==> src/hw/rtl/rsrs_pkg.sv <==
// Package for the RAID stripe request splitter.
// Holds widths, register and layout codes, the back-end state type and shared structs.
// No dependencies.
package rsrs_pkg;

   localparam int MaxPiecesDef  = 64;
   localparam int MaxDevicesDef = 32;

   localparam int AddrW    = 48;
   localparam int LenW     = 32;
   localparam int UnitW    = 17;
   localparam int DevCntW  = 6;
   localparam int ParCntW  = 4;
   localparam int ModeW    = 2;
   localparam int NW       = 7;
   localparam int DivW     = 49;
   localparam int DivCntW  = 6;
   localparam int DevW     = 5;
   localparam int ReqDataW = 80;
   localparam int RspDataW = 120;
   localparam int CsrAddrW = 4;
   localparam int CsrDataW = 32;

   localparam logic [1:0] RegUnitSize     = 2'd0;
   localparam logic [1:0] RegDataDevices  = 2'd1;
   localparam logic [1:0] RegParityDevices = 2'd2;
   localparam logic [1:0] RegLayoutMode   = 2'd3;

   localparam logic [ModeW-1:0] LayoutParity = 2'd1;
   localparam logic [ModeW-1:0] LayoutData   = 2'd2;

   typedef enum logic [2:0] {
      ST_IDLE,
      ST_DIV_FST,
      ST_DIV_SPAN,
      ST_DIV_ROW,
      ST_DIV_RES,
      ST_MUL,
      ST_EMIT,
      ST_ERROR
   } back_state_type;

   typedef struct packed {
      logic [UnitW-1:0]   unit_size;
      logic [DevCntW-1:0] data_devices;
      logic [ParCntW-1:0] parity_devices;
      logic [ModeW-1:0]   layout_mode;
   } cfg_type;

   typedef struct packed {
      logic [AddrW-1:0] start;
      logic [LenW-1:0]  length;
      logic             err;
   } job_type;

   typedef struct packed {
      logic             start;
      logic [DivW-1:0]  dividend;
      logic [UnitW-1:0] divisor;
   } div_req_type;

endpackage

==> src/hw/rtl/raid_stripe_request_splitter_unit.sv <==
// Top level of the RAID stripe request splitter: configuration registers and the two halves.
// Depends on rsrs_pkg and instantiates rsrs_front and rsrs_back.
// A request passes through four divisions (unit, span, row and residue) and a shift-add
// multiply before its first piece; error results skip them, and span errors leave after
// the span division. The front end queues two requests while the back end handles one.
// Reset empties the request queue and the output register and restores the default layout.
module raid_stripe_request_splitter_unit #(
   parameter int MAX_PIECES  = rsrs_pkg::MaxPiecesDef,
   parameter int MAX_DEVICES = rsrs_pkg::MaxDevicesDef
) (
   input  logic                          clock,
   input  logic                          reset,
   input  logic                          req_tvalid,
   output logic                          req_tready,
   // Fields from bit 0: req_start[47:0], req_length[79:48].
   input  logic [rsrs_pkg::ReqDataW-1:0] req_tdata,
   output logic                          rsp_tvalid,
   input  logic                          rsp_tready,
   // Fields from bit 0: device_index[4:0], device_address[52:5], piece_length[69:53],
   // row_index[117:70], zero pad[119:118].
   output logic [rsrs_pkg::RspDataW-1:0] rsp_tdata,
   output logic                          rsp_tlast,
   // Fields from bit 0: error.
   output logic                          rsp_tuser,
   input  logic                          csr_psel,
   input  logic                          csr_penable,
   input  logic                          csr_pwrite,
   input  logic [rsrs_pkg::CsrAddrW-1:0] csr_paddr,
   input  logic [rsrs_pkg::CsrDataW-1:0] csr_pwdata,
   output logic [rsrs_pkg::CsrDataW-1:0] csr_prdata,
   output logic                          csr_pready
);

   rsrs_pkg::cfg_type cfg_ff;
   logic              csr_wr;
   logic              pop;
   logic              job_valid;
   rsrs_pkg::job_type job;

   assign csr_pready = 1'b1;
   assign csr_wr     = csr_psel && csr_penable && csr_pwrite;

   always_ff @(posedge clock) begin
      if (reset) begin
         cfg_ff.unit_size      <= rsrs_pkg::UnitW'(64);
         cfg_ff.data_devices   <= rsrs_pkg::DevCntW'(4);
         cfg_ff.parity_devices <= rsrs_pkg::ParCntW'(1);
         cfg_ff.layout_mode    <= '0;
      end else if (csr_wr) begin
         unique case (csr_paddr[3:2])
            rsrs_pkg::RegUnitSize:
               cfg_ff.unit_size <= csr_pwdata[rsrs_pkg::UnitW-1:0];
            rsrs_pkg::RegDataDevices:
               cfg_ff.data_devices <= csr_pwdata[rsrs_pkg::DevCntW-1:0];
            rsrs_pkg::RegParityDevices:
               cfg_ff.parity_devices <= csr_pwdata[rsrs_pkg::ParCntW-1:0];
            rsrs_pkg::RegLayoutMode:
               cfg_ff.layout_mode <= csr_pwdata[rsrs_pkg::ModeW-1:0];
            default: begin
            end
         endcase
      end
   end

   always_comb begin
      unique case (csr_paddr[3:2])
         rsrs_pkg::RegUnitSize:      csr_prdata = rsrs_pkg::CsrDataW'(cfg_ff.unit_size);
         rsrs_pkg::RegDataDevices:   csr_prdata = rsrs_pkg::CsrDataW'(cfg_ff.data_devices);
         rsrs_pkg::RegParityDevices: csr_prdata = rsrs_pkg::CsrDataW'(cfg_ff.parity_devices);
         rsrs_pkg::RegLayoutMode:    csr_prdata = rsrs_pkg::CsrDataW'(cfg_ff.layout_mode);
         default:                    csr_prdata = '0;
      endcase
   end

   rsrs_front #(
      .MAX_DEVICES (MAX_DEVICES)
   ) u_front (
      .clock      (clock),
      .reset      (reset),
      .cfg        (cfg_ff),
      .req_tvalid (req_tvalid),
      .req_tready (req_tready),
      .req_tdata  (req_tdata),
      .pop        (pop),
      .job_valid  (job_valid),
      .job        (job)
   );

   rsrs_back #(
      .MAX_PIECES (MAX_PIECES)
   ) u_back (
      .clock      (clock),
      .reset      (reset),
      .cfg        (cfg_ff),
      .job_valid  (job_valid),
      .job        (job),
      .pop        (pop),
      .rsp_tvalid (rsp_tvalid),
      .rsp_tready (rsp_tready),
      .rsp_tdata  (rsp_tdata),
      .rsp_tlast  (rsp_tlast),
      .rsp_tuser  (rsp_tuser)
   );

endmodule

==> src/hw/rtl/rsrs_div.sv <==
// Iterative restoring divider, one quotient bit per cycle.
// Depends on rsrs_pkg for widths and the request struct.
module rsrs_div (
   input  logic                       clock,
   input  logic                       reset,
   input  rsrs_pkg::div_req_type      div_req,
   output logic                       done,
   output logic [rsrs_pkg::DivW-1:0]  quot,
   output logic [rsrs_pkg::UnitW-1:0] rem
);

   logic                        busy_ff;
   logic                        done_ff;
   logic [rsrs_pkg::DivCntW-1:0] cnt_ff;
   logic [rsrs_pkg::DivW-1:0]   q_ff;
   logic [rsrs_pkg::UnitW-1:0]  r_ff;
   logic [rsrs_pkg::UnitW-1:0]  d_ff;
   logic [rsrs_pkg::UnitW:0]    trial;
   logic                        qbit;
   logic [rsrs_pkg::UnitW-1:0]  r_in;

   always_comb begin
      trial = {r_ff, q_ff[rsrs_pkg::DivW-1]};
      qbit  = (trial >= {1'b0, d_ff});
      r_in  = qbit ? rsrs_pkg::UnitW'(trial - {1'b0, d_ff}) : trial[rsrs_pkg::UnitW-1:0];
   end

   always_ff @(posedge clock) begin
      if (reset) begin
         busy_ff <= 1'b0;
         done_ff <= 1'b0;
         cnt_ff  <= '0;
      end else begin
         done_ff <= 1'b0;
         if (div_req.start) begin
            busy_ff <= 1'b1;
            cnt_ff  <= '0;
         end else if (busy_ff) begin
            cnt_ff <= cnt_ff + 1'b1;
            if (cnt_ff == rsrs_pkg::DivCntW'(rsrs_pkg::DivW - 1)) begin
               busy_ff <= 1'b0;
               done_ff <= 1'b1;
            end
         end
      end
   end

   always_ff @(posedge clock) begin
      if (div_req.start) begin
         q_ff <= div_req.dividend;
         r_ff <= '0;
         d_ff <= div_req.divisor;
      end else if (busy_ff) begin
         q_ff <= {q_ff[rsrs_pkg::DivW-2:0], qbit};
         r_ff <= r_in;
      end
   end

   assign done = done_ff;
   assign quot = q_ff;
   assign rem  = r_ff;

endmodule

==> src/hw/rtl/rsrs_front.sv <==
// Front end: accepts requests, flags configuration and length errors, and queues them.
// Depends on rsrs_pkg for the configuration and job structs.
module rsrs_front #(
   parameter int MAX_DEVICES = rsrs_pkg::MaxDevicesDef
) (
   input  logic                          clock,
   input  logic                          reset,
   input  rsrs_pkg::cfg_type             cfg,
   input  logic                          req_tvalid,
   output logic                          req_tready,
   input  logic [rsrs_pkg::ReqDataW-1:0] req_tdata,
   input  logic                          pop,
   output logic                          job_valid,
   output rsrs_pkg::job_type             job
);

   rsrs_pkg::job_type mem_ff [2];
   logic              wptr_ff;
   logic              rptr_ff;
   logic [1:0]        cnt_ff;
   rsrs_pkg::job_type entry;
   logic              push;
   logic [rsrs_pkg::NW-1:0] total;

   always_comb begin
      total        = rsrs_pkg::NW'(cfg.data_devices) + rsrs_pkg::NW'(cfg.parity_devices);
      entry.start  = req_tdata[rsrs_pkg::AddrW-1:0];
      entry.length = req_tdata[rsrs_pkg::AddrW +: rsrs_pkg::LenW];
      entry.err    = (cfg.unit_size == '0) || (cfg.data_devices == '0) ||
                     (total > rsrs_pkg::NW'(MAX_DEVICES)) ||
                     (req_tdata[rsrs_pkg::AddrW +: rsrs_pkg::LenW] == '0);
   end

   assign req_tready = (cnt_ff != 2'd2);
   assign push       = req_tvalid && req_tready;
   assign job_valid  = (cnt_ff != 2'd0);
   assign job        = mem_ff[rptr_ff];

   always_ff @(posedge clock) begin
      if (reset) begin
         wptr_ff <= 1'b0;
         rptr_ff <= 1'b0;
         cnt_ff  <= '0;
      end else begin
         if (push) begin
            wptr_ff <= ~wptr_ff;
         end
         if (pop) begin
            rptr_ff <= ~rptr_ff;
         end
         cnt_ff <= cnt_ff + 2'(push) - 2'(pop);
      end
   end

   always_ff @(posedge clock) begin
      if (push) begin
         mem_ff[wptr_ff] <= entry;
      end
   end

endmodule

==> src/hw/rtl/rsrs_back.sv <==
// Back end: divides out unit, span, row and residue, then emits one piece per cycle
// unless the output stalls, or one error result. Depends on rsrs_pkg and instantiates rsrs_div.
module rsrs_back #(
   parameter int MAX_PIECES = rsrs_pkg::MaxPiecesDef
) (
   input  logic                          clock,
   input  logic                          reset,
   input  rsrs_pkg::cfg_type             cfg,
   input  logic                          job_valid,
   input  rsrs_pkg::job_type             job,
   output logic                          pop,
   output logic                          rsp_tvalid,
   input  logic                          rsp_tready,
   output logic [rsrs_pkg::RspDataW-1:0] rsp_tdata,
   output logic                          rsp_tlast,
   output logic                          rsp_tuser
);

   localparam int KW = $clog2(MAX_PIECES + 1);
   localparam int MulCntW = $clog2(rsrs_pkg::UnitW);

   rsrs_pkg::back_state_type state_ff, state_in;
   rsrs_pkg::div_req_type    div_req;
   logic                     div_done;
   logic [rsrs_pkg::DivW-1:0]  div_quot;
   logic [rsrs_pkg::UnitW-1:0] div_rem;

   logic [rsrs_pkg::LenW-1:0]    len_ff;
   logic [rsrs_pkg::UnitW-1:0]   off_ff;
   logic [rsrs_pkg::UnitW-1:0]   elast_ff;
   logic [KW-1:0]                span_ff;
   logic [KW-1:0]                k_ff;
   logic [rsrs_pkg::DivW-1:0]    row_ff;
   logic [rsrs_pkg::DevCntW-1:0] dev_ff;
   logic [rsrs_pkg::NW-1:0]      r_ff;
   logic [rsrs_pkg::AddrW-1:0]   base_ff;
   logic [rsrs_pkg::AddrW-1:0]   mb_ff;
   logic [rsrs_pkg::UnitW-1:0]   ub_ff;
   logic [MulCntW-1:0]           mcnt_ff;

   logic                         out_valid_ff;
   logic [rsrs_pkg::DevW-1:0]    o_dev_ff;
   logic [rsrs_pkg::AddrW-1:0]   o_addr_ff;
   logic [rsrs_pkg::UnitW-1:0]   o_len_ff;
   logic [rsrs_pkg::AddrW-1:0]   o_row_ff;
   logic                         o_last_ff;
   logic                         o_err_ff;

   logic                         out_free;
   logic                         span_err;
   logic                         first;
   logic                         last;
   logic [rsrs_pkg::UnitW-1:0]   plen;
   logic [rsrs_pkg::AddrW-1:0]   paddr;
   logic [rsrs_pkg::NW-1:0]      n;
   logic [rsrs_pkg::NW:0]        t2;
   logic [rsrs_pkg::NW:0]        s0;
   logic [rsrs_pkg::NW:0]        s;
   logic [rsrs_pkg::NW:0]        e0;
   logic [rsrs_pkg::NW:0]        e;
   logic [rsrs_pkg::NW+1:0]      dmap;
   logic [rsrs_pkg::DevW-1:0]    dev_out;
   logic [rsrs_pkg::NW-1:0]      r_inc;

   rsrs_div u_div (
      .clock   (clock),
      .reset   (reset),
      .div_req (div_req),
      .done    (div_done),
      .quot    (div_quot),
      .rem     (div_rem)
   );

   assign out_free = !out_valid_ff || rsp_tready;
   assign span_err = (div_quot >= rsrs_pkg::DivW'(MAX_PIECES));

   always_comb begin
      first = (k_ff == '0);
      last  = (k_ff == span_ff);
      priority if (first && last) begin
         plen = len_ff[rsrs_pkg::UnitW-1:0];
      end else if (first) begin
         plen = cfg.unit_size - off_ff;
      end else if (last) begin
         plen = elast_ff + 1'b1;
      end else begin
         plen = cfg.unit_size;
      end
      paddr = base_ff + (first ? rsrs_pkg::AddrW'(off_ff) : '0);

      n  = rsrs_pkg::NW'(cfg.data_devices) + rsrs_pkg::NW'(cfg.parity_devices);
      t2 = (rsrs_pkg::NW+1)'(n) + (rsrs_pkg::NW+1)'(dev_ff) - (rsrs_pkg::NW+1)'(r_ff);
      if (t2 >= (rsrs_pkg::NW+1)'(n)) begin
         t2 = t2 - (rsrs_pkg::NW+1)'(n);
      end
      s0 = (rsrs_pkg::NW+1)'(n) + (rsrs_pkg::NW+1)'(cfg.data_devices) -
           (rsrs_pkg::NW+1)'(r_ff);
      s  = (s0 >= (rsrs_pkg::NW+1)'(n)) ? s0 - (rsrs_pkg::NW+1)'(n) : s0;
      e0 = s + (rsrs_pkg::NW+1)'(cfg.parity_devices) - 1'b1;
      e  = (e0 >= (rsrs_pkg::NW+1)'(n)) ? e0 - (rsrs_pkg::NW+1)'(n) : e0;
      dmap = (rsrs_pkg::NW+2)'(dev_ff);
      if ((rsrs_pkg::NW+1)'(dev_ff) >= s) begin
         dmap = dmap + (rsrs_pkg::NW+2)'(cfg.parity_devices);
      end
      if (e < s) begin
         dmap = dmap + (rsrs_pkg::NW+2)'(e) + 1'b1;
      end
      if (cfg.layout_mode == rsrs_pkg::LayoutData) begin
         dev_out = t2[rsrs_pkg::DevW-1:0];
      end else if (cfg.layout_mode == rsrs_pkg::LayoutParity &&
                   cfg.parity_devices != '0) begin
         dev_out = dmap[rsrs_pkg::DevW-1:0];
      end else begin
         dev_out = dev_ff[rsrs_pkg::DevW-1:0];
      end
      r_inc = (r_ff + 1'b1 == n) ? '0 : r_ff + 1'b1;
   end

   always_comb begin
      state_in = state_ff;
      unique case (state_ff)
         rsrs_pkg::ST_IDLE: begin
            if (job_valid) begin
               state_in = job.err ? rsrs_pkg::ST_ERROR : rsrs_pkg::ST_DIV_FST;
            end
         end
         rsrs_pkg::ST_DIV_FST: begin
            if (div_done) begin
               state_in = rsrs_pkg::ST_DIV_SPAN;
            end
         end
         rsrs_pkg::ST_DIV_SPAN: begin
            if (div_done) begin
               state_in = span_err ? rsrs_pkg::ST_ERROR : rsrs_pkg::ST_DIV_ROW;
            end
         end
         rsrs_pkg::ST_DIV_ROW: begin
            if (div_done) begin
               state_in = rsrs_pkg::ST_DIV_RES;
            end
         end
         rsrs_pkg::ST_DIV_RES: begin
            if (div_done) begin
               state_in = rsrs_pkg::ST_MUL;
            end
         end
         rsrs_pkg::ST_MUL: begin
            if (mcnt_ff == MulCntW'(rsrs_pkg::UnitW - 1)) begin
               state_in = rsrs_pkg::ST_EMIT;
            end
         end
         rsrs_pkg::ST_EMIT: begin
            if (out_free && last) begin
               state_in = rsrs_pkg::ST_IDLE;
            end
         end
         rsrs_pkg::ST_ERROR: begin
            if (out_free) begin
               state_in = rsrs_pkg::ST_IDLE;
            end
         end
         default: state_in = rsrs_pkg::ST_IDLE;
      endcase
   end

   always_comb begin
      pop              = 1'b0;
      div_req.start    = 1'b0;
      div_req.dividend = rsrs_pkg::DivW'(job.start);
      div_req.divisor  = cfg.unit_size;
      unique case (state_ff)
         rsrs_pkg::ST_IDLE: begin
            pop           = job_valid;
            div_req.start = job_valid && !job.err;
         end
         rsrs_pkg::ST_DIV_FST: begin
            div_req.start    = div_done;
            div_req.dividend = rsrs_pkg::DivW'(div_rem) + rsrs_pkg::DivW'(len_ff) - 1'b1;
         end
         rsrs_pkg::ST_DIV_SPAN: begin
            div_req.start    = div_done && !span_err;
            div_req.dividend = row_ff;
            div_req.divisor  = rsrs_pkg::UnitW'(cfg.data_devices);
         end
         rsrs_pkg::ST_DIV_ROW: begin
            div_req.start    = div_done;
            div_req.dividend = div_quot;
            div_req.divisor  = rsrs_pkg::UnitW'(n);
         end
         default: begin
         end
      endcase
   end

   always_ff @(posedge clock) begin
      if (reset) begin
         state_ff     <= rsrs_pkg::ST_IDLE;
         out_valid_ff <= 1'b0;
      end else begin
         state_ff <= state_in;
         if ((state_ff == rsrs_pkg::ST_EMIT || state_ff == rsrs_pkg::ST_ERROR) && out_free) begin
            out_valid_ff <= 1'b1;
         end else if (rsp_tready) begin
            out_valid_ff <= 1'b0;
         end
      end
   end

   always_ff @(posedge clock) begin
      unique case (state_ff)
         rsrs_pkg::ST_IDLE: begin
            len_ff <= job.length;
         end
         rsrs_pkg::ST_DIV_FST: begin
            if (div_done) begin
               row_ff <= div_quot;
               off_ff <= div_rem;
            end
         end
         rsrs_pkg::ST_DIV_SPAN: begin
            if (div_done) begin
               span_ff  <= div_quot[KW-1:0];
               elast_ff <= div_rem;
            end
         end
         rsrs_pkg::ST_DIV_ROW: begin
            if (div_done) begin
               row_ff <= div_quot;
               dev_ff <= div_rem[rsrs_pkg::DevCntW-1:0];
            end
         end
         rsrs_pkg::ST_DIV_RES: begin
            if (div_done) begin
               r_ff    <= div_rem[rsrs_pkg::NW-1:0];
               mb_ff   <= row_ff[rsrs_pkg::AddrW-1:0];
               ub_ff   <= cfg.unit_size;
               base_ff <= '0;
               mcnt_ff <= '0;
               k_ff    <= '0;
            end
         end
         rsrs_pkg::ST_MUL: begin
            if (ub_ff[0]) begin
               base_ff <= base_ff + mb_ff;
            end
            mb_ff   <= {mb_ff[rsrs_pkg::AddrW-2:0], 1'b0};
            ub_ff   <= {1'b0, ub_ff[rsrs_pkg::UnitW-1:1]};
            mcnt_ff <= mcnt_ff + 1'b1;
         end
         rsrs_pkg::ST_EMIT: begin
            if (out_free) begin
               o_dev_ff  <= dev_out;
               o_addr_ff <= paddr;
               o_len_ff  <= plen;
               o_row_ff  <= row_ff[rsrs_pkg::AddrW-1:0];
               o_last_ff <= last;
               o_err_ff  <= 1'b0;
               k_ff      <= k_ff + 1'b1;
               if (dev_ff + 1'b1 == cfg.data_devices) begin
                  dev_ff  <= '0;
                  row_ff  <= row_ff + 1'b1;
                  base_ff <= base_ff + rsrs_pkg::AddrW'(cfg.unit_size);
                  r_ff    <= r_inc;
               end else begin
                  dev_ff <= dev_ff + 1'b1;
               end
            end
         end
         rsrs_pkg::ST_ERROR: begin
            if (out_free) begin
               o_dev_ff  <= '0;
               o_addr_ff <= '0;
               o_len_ff  <= '0;
               o_row_ff  <= '0;
               o_last_ff <= 1'b1;
               o_err_ff  <= 1'b1;
            end
         end
         default: begin
         end
      endcase
   end

   assign rsp_tvalid = out_valid_ff;
   assign rsp_tdata  = {2'b00, o_row_ff, o_len_ff, o_addr_ff, o_dev_ff};
   assign rsp_tlast  = o_last_ff;
   assign rsp_tuser  = o_err_ff;

endmodule
==> config.mk <==
export PLATFORM = sky130hd
export DESIGN_NAME = raid_stripe_request_splitter_unit
export DESIGN_NICKNAME = d
export VERILOG_FILES = /design/src/hw/rtl/rsrs_pkg.sv /design/src/hw/rtl/raid_stripe_request_splitter_unit.sv /design/src/hw/rtl/rsrs_div.sv /design/src/hw/rtl/rsrs_front.sv /design/src/hw/rtl/rsrs_back.sv
export SDC_FILE = /design/constraint.sdc
export NUM_CORES = 2
export LEC_CHECK = 0
export ABC_CLOCK_PERIOD_IN_PS = 13400
export BUFFER_PORTS_ARGS = -buffer_cell sky130_fd_sc_hd__buf_2
export CORE_AREA = 3 3 272 274
export DETAILED_ROUTE_END_ITERATION = 10
export DIE_AREA = 0 0 275 277
export HOLD_SLACK_MARGIN = 0.1
export PLACE_DENSITY = 0.75
export SKIP_LAST_GASP = 1
export SYNTH_ARGS = -nofsm -noshare
export SYNTH_HDL_FRONTEND = slang
export SYNTH_SLANG_ARGS = --single-unit
==> constraint.sdc <==
create_clock -name clock -period 13.4 [get_ports clock]
set_input_delay 2.68 -clock clock [delete_from_list [all_inputs] [get_ports clock]]
set_output_delay 2.68 -clock clock [all_outputs]
set_load 0.02 [all_outputs]
==> run_results.csv <==
group,metric,value,unit
setup_path,critPathBufInv,4,
sta,setup_viol,0,
die,rows,98,
clock_tree,cts.root.buffer_cell,"clkbuf_16",
route,wl_per_cell,20.86,µm
setup_path,cp.arrival,10.91,ns
logic_synthesis,yosysTopAreaCell,"edfxtp_1",
die,start_util,55.07,%
logic_synthesis,async_reset_ff_share,0,%
setup_path,crit_top_cell,"a21oi_1",
logic_synthesis,synthDistinctLibCells,101,
grt,grt_pass1_vias,27650,
pwr,p_leak,16.69,nW
setup_path,critical_path.slowest_cell,"fa_1",
setup_path,worstPathRequired,13.74,ns
sta,report.final.slew_viol_count,0,
final_layout,fillers,5857,
clock_tree,cts_buffers,73,
logic_synthesis,synth_cells,3742,
placement,place_inst,4816,
placement,gp_congestion,0.9361,
clock_tree,htreeDepth,3,
setup_path,cp-end-kind,"flip-flop",
sta,finalSetupTns,0,ns
final_layout,area_growth,11.23,%
clock_tree,cts.repair.resized,0,
clock_tree,cts_setup_buffers,0,
die,die_h,277,µm
sta,period_share,78.91,%
setup_path,worstSetupPathType,"reg -> reg",
sta,period_needed,10.57,ns
die,fp.coreArea,0.07161,mm²
final_layout,final_cell_mix,"edfxtp_1 (608), nor2_1 (377), nand2_1 (337)",
grt,grt_max_degree,99,
final_layout,drive_gt1_share,13.69,%
setup_path,critPathLaunchType,"flip-flop",
grt,grt_pass1_wl,159000,µm
sta,fmax,94.57,MHz
pwr,power.density,190.2,mW/mm²
route,viasPerCell,5.914,
final_layout,antenna_cells,0,
die,fp.dieW,275,µm
final_layout,fin_nets,4279,
logic_synthesis,ys_seq_elements,671,
sta,worst_pin_slew,1.141,ns
clock_tree,clkTransAtPathRegs,0.07,ns
logic_synthesis,yosysWarnings,0,
final_layout,final_common_cell,"edfxtp_1",
setup_path,r2r_slack,2.83,ns
min_path,hold_class,"reg -> reg",
setup_path,cp_max_fo,10,
grt,antenna_found_initial,3,
logic_synthesis,syn_avg_cell_area,10.54,µm²
setup_path,critPathTopFamily,"adder cells",
route,vias,29260,
route,ant_nets,0,
sta,hold_viol,0,
final_layout,fin_cells,4947,
route,drt_iter0_drc,2966,
die,ioPinCount,280,
grt,grt_overflow,0,
sta,rsz0062_at_grt,"false",
clock_tree,cts_buffer_depth,3,
logic_synthesis,netlist_area,0.03943,mm²
clock_tree,cts_hold_buf,0,
grt,track_usage,26.83,%
run,maxCapViolCount,0,
route,drt_wl_total,103200,µm
sta,slew_headroom,23.91,%
clock_tree,cts_tree,"built",
clock_tree,clk_latency,0.62,ns
logic_synthesis,synth-seq-area-share,49.50,%
clock_tree,numClockSinks,671,
sta,finalClockSkew,0.02464,ns
logic_synthesis,synth_enable_flop_cells,608,
run_status,status,"finished, final reports clean",
logic_synthesis,synth_area_leaders,"edfxtp_1 (46%), ha_1 (6.1%), nor2_1 (3.6%)",
placement,dpl.hpwl,75740,µm
logic_synthesis,synth_top_area_share,46.30,%
placement,io_buffer_count,244,
pwr,ir_worst_vdd,0.1408,mV
route,drc_errors,0,
setup_path,slowest_delay,0.85,ns
die,dieArea,0.07618,mm²
logic_synthesis,synth-main-ff-cell,"edfxtp_1",
final_layout,final_util,61.25,%
route,first_pass_iters,5,
==> synth_stat cells (all sizes together) (17+ instances only) <==
library cell	n
inv	152
fa	22
o21bai	23
mux2i	86
nor3	56
a221oi	30
edfxtp	608
o21a	26
or3	21
dfxtp	63
nor2b	38
xor2	144
a21oi	230
nand2	339
nor2	381
nand4	41
o211ai	25
and3	48
mux2	104
o22a	17
nor4	40
a21o	70
buf	47
a211oi	46
o21ai	197
ha	193
nand2b	28
xnor2	141
and2	123
clkbuf	125
nand3	97
==> stage by stage <==
step / hold WS [ns] / total power [mW] / area (µm²) / worst slack [ns]
2_1_floorplan: 0.4456 / 5.540 / 39490 / 4.479
3_3_place_gp: 0.4961 / 6.310 / 41550 / 3.080
3_5_place_dp: 0.5074 / 6.358 / 41550 / 2.937
4_1_cts: 0.5061 / 8.336 / 43860 / 2.900
5_1_grt: 0.5162 / 8.861 / 43860 / 2.008
6_report: 0.5152 / 8.343 / 43860 / 2.826
==> routing by layer <==
metal	vias to the layer above	global-route usage (%)	part of all wire (%)
met5	-	0	0.013
met3	209	6.039	9.5
met2	1217	39.41	43
met1	13810	38.53	44
met4	2	10.78	3.9
li1	14020	-	-
==> state kept, by name (all words and copies together) (netlist names), 2 cells and up, named ones only <==
signal               flops
u_front.cnt_ff           2
u_back.u_div.d_ff       17
u_back.elast_ff         17
u_back.dev_ff            6
u_back.u_div.rem        17
u_back.o_dev_ff          5
u_back.base_ff          48
u_back.state_ff          3
u_back.mcnt_ff           5
u_front.mem_ff         162
u_back.r_ff              7
u_back.u_div.cnt_ff      6
u_back.k_ff              7
u_back.ub_ff            17
u_back.len_ff           32
u_back.o_addr_ff        48
u_back.mb_ff            48
u_back.o_len_ff         17
u_back.u_div.quot       49
u_back.row_ff           49
u_back.span_ff           7
cfg_ff                  29
u_back.off_ff           17
u_back.o_row_ff         48
==> area by class of cell <==
cell class / instances / area (µm²) / share of cell area, %
Sequential cell: 671 / 19520 / 44.51
Multi-Input combinational cell: 2762 / 18770 / 42.79
Clock buffer: 88 / 1926 / 4.390
Timing Repair Buffer: 280 / 1491 / 3.400
Tap cell: 950 / 1189 / 2.710
Inverter: 153 / 574.3 / 1.309
Clock inverter: 43 / 390.4 / 0.8900
==> logic make-up after synthesis <==
kind of cell             synth area share [%]
AO/OA/AOI/OAI                           12.97
buffers and inverters                   3.322
other                                 0.01905
flip-flops                              49.50
multiplexers                            5.267
adder cells (fa/ha/maj)                 7.241
XOR/XNOR                                6.349
AND/OR/NAND/NOR                         15.34
==> report_power, final <==
group	total [mW]	switching (mW)	leakage (nW)	internal, mW
logic	3.28	2.02	9.47	1.26
clock network	1.96	0.833	1.12	1.13
registers	3.10	0.320	6.11	2.78
==> path summary, 6_finish.rpt <==
kind                             start                  to  depth (start not counted)
hold / removal    u_back.u_div.quot[1]   u_back.span_ff[1]                          0
setup / recovery             cfg_ff[6]  u_back.o_dev_ff[4]                         41
setup reg to reg             cfg_ff[6]  u_back.o_dev_ff[4]                         41
hold reg to reg   u_back.u_div.quot[1]   u_back.span_ff[1]                          0
Power figures use the tool's default switching activity.
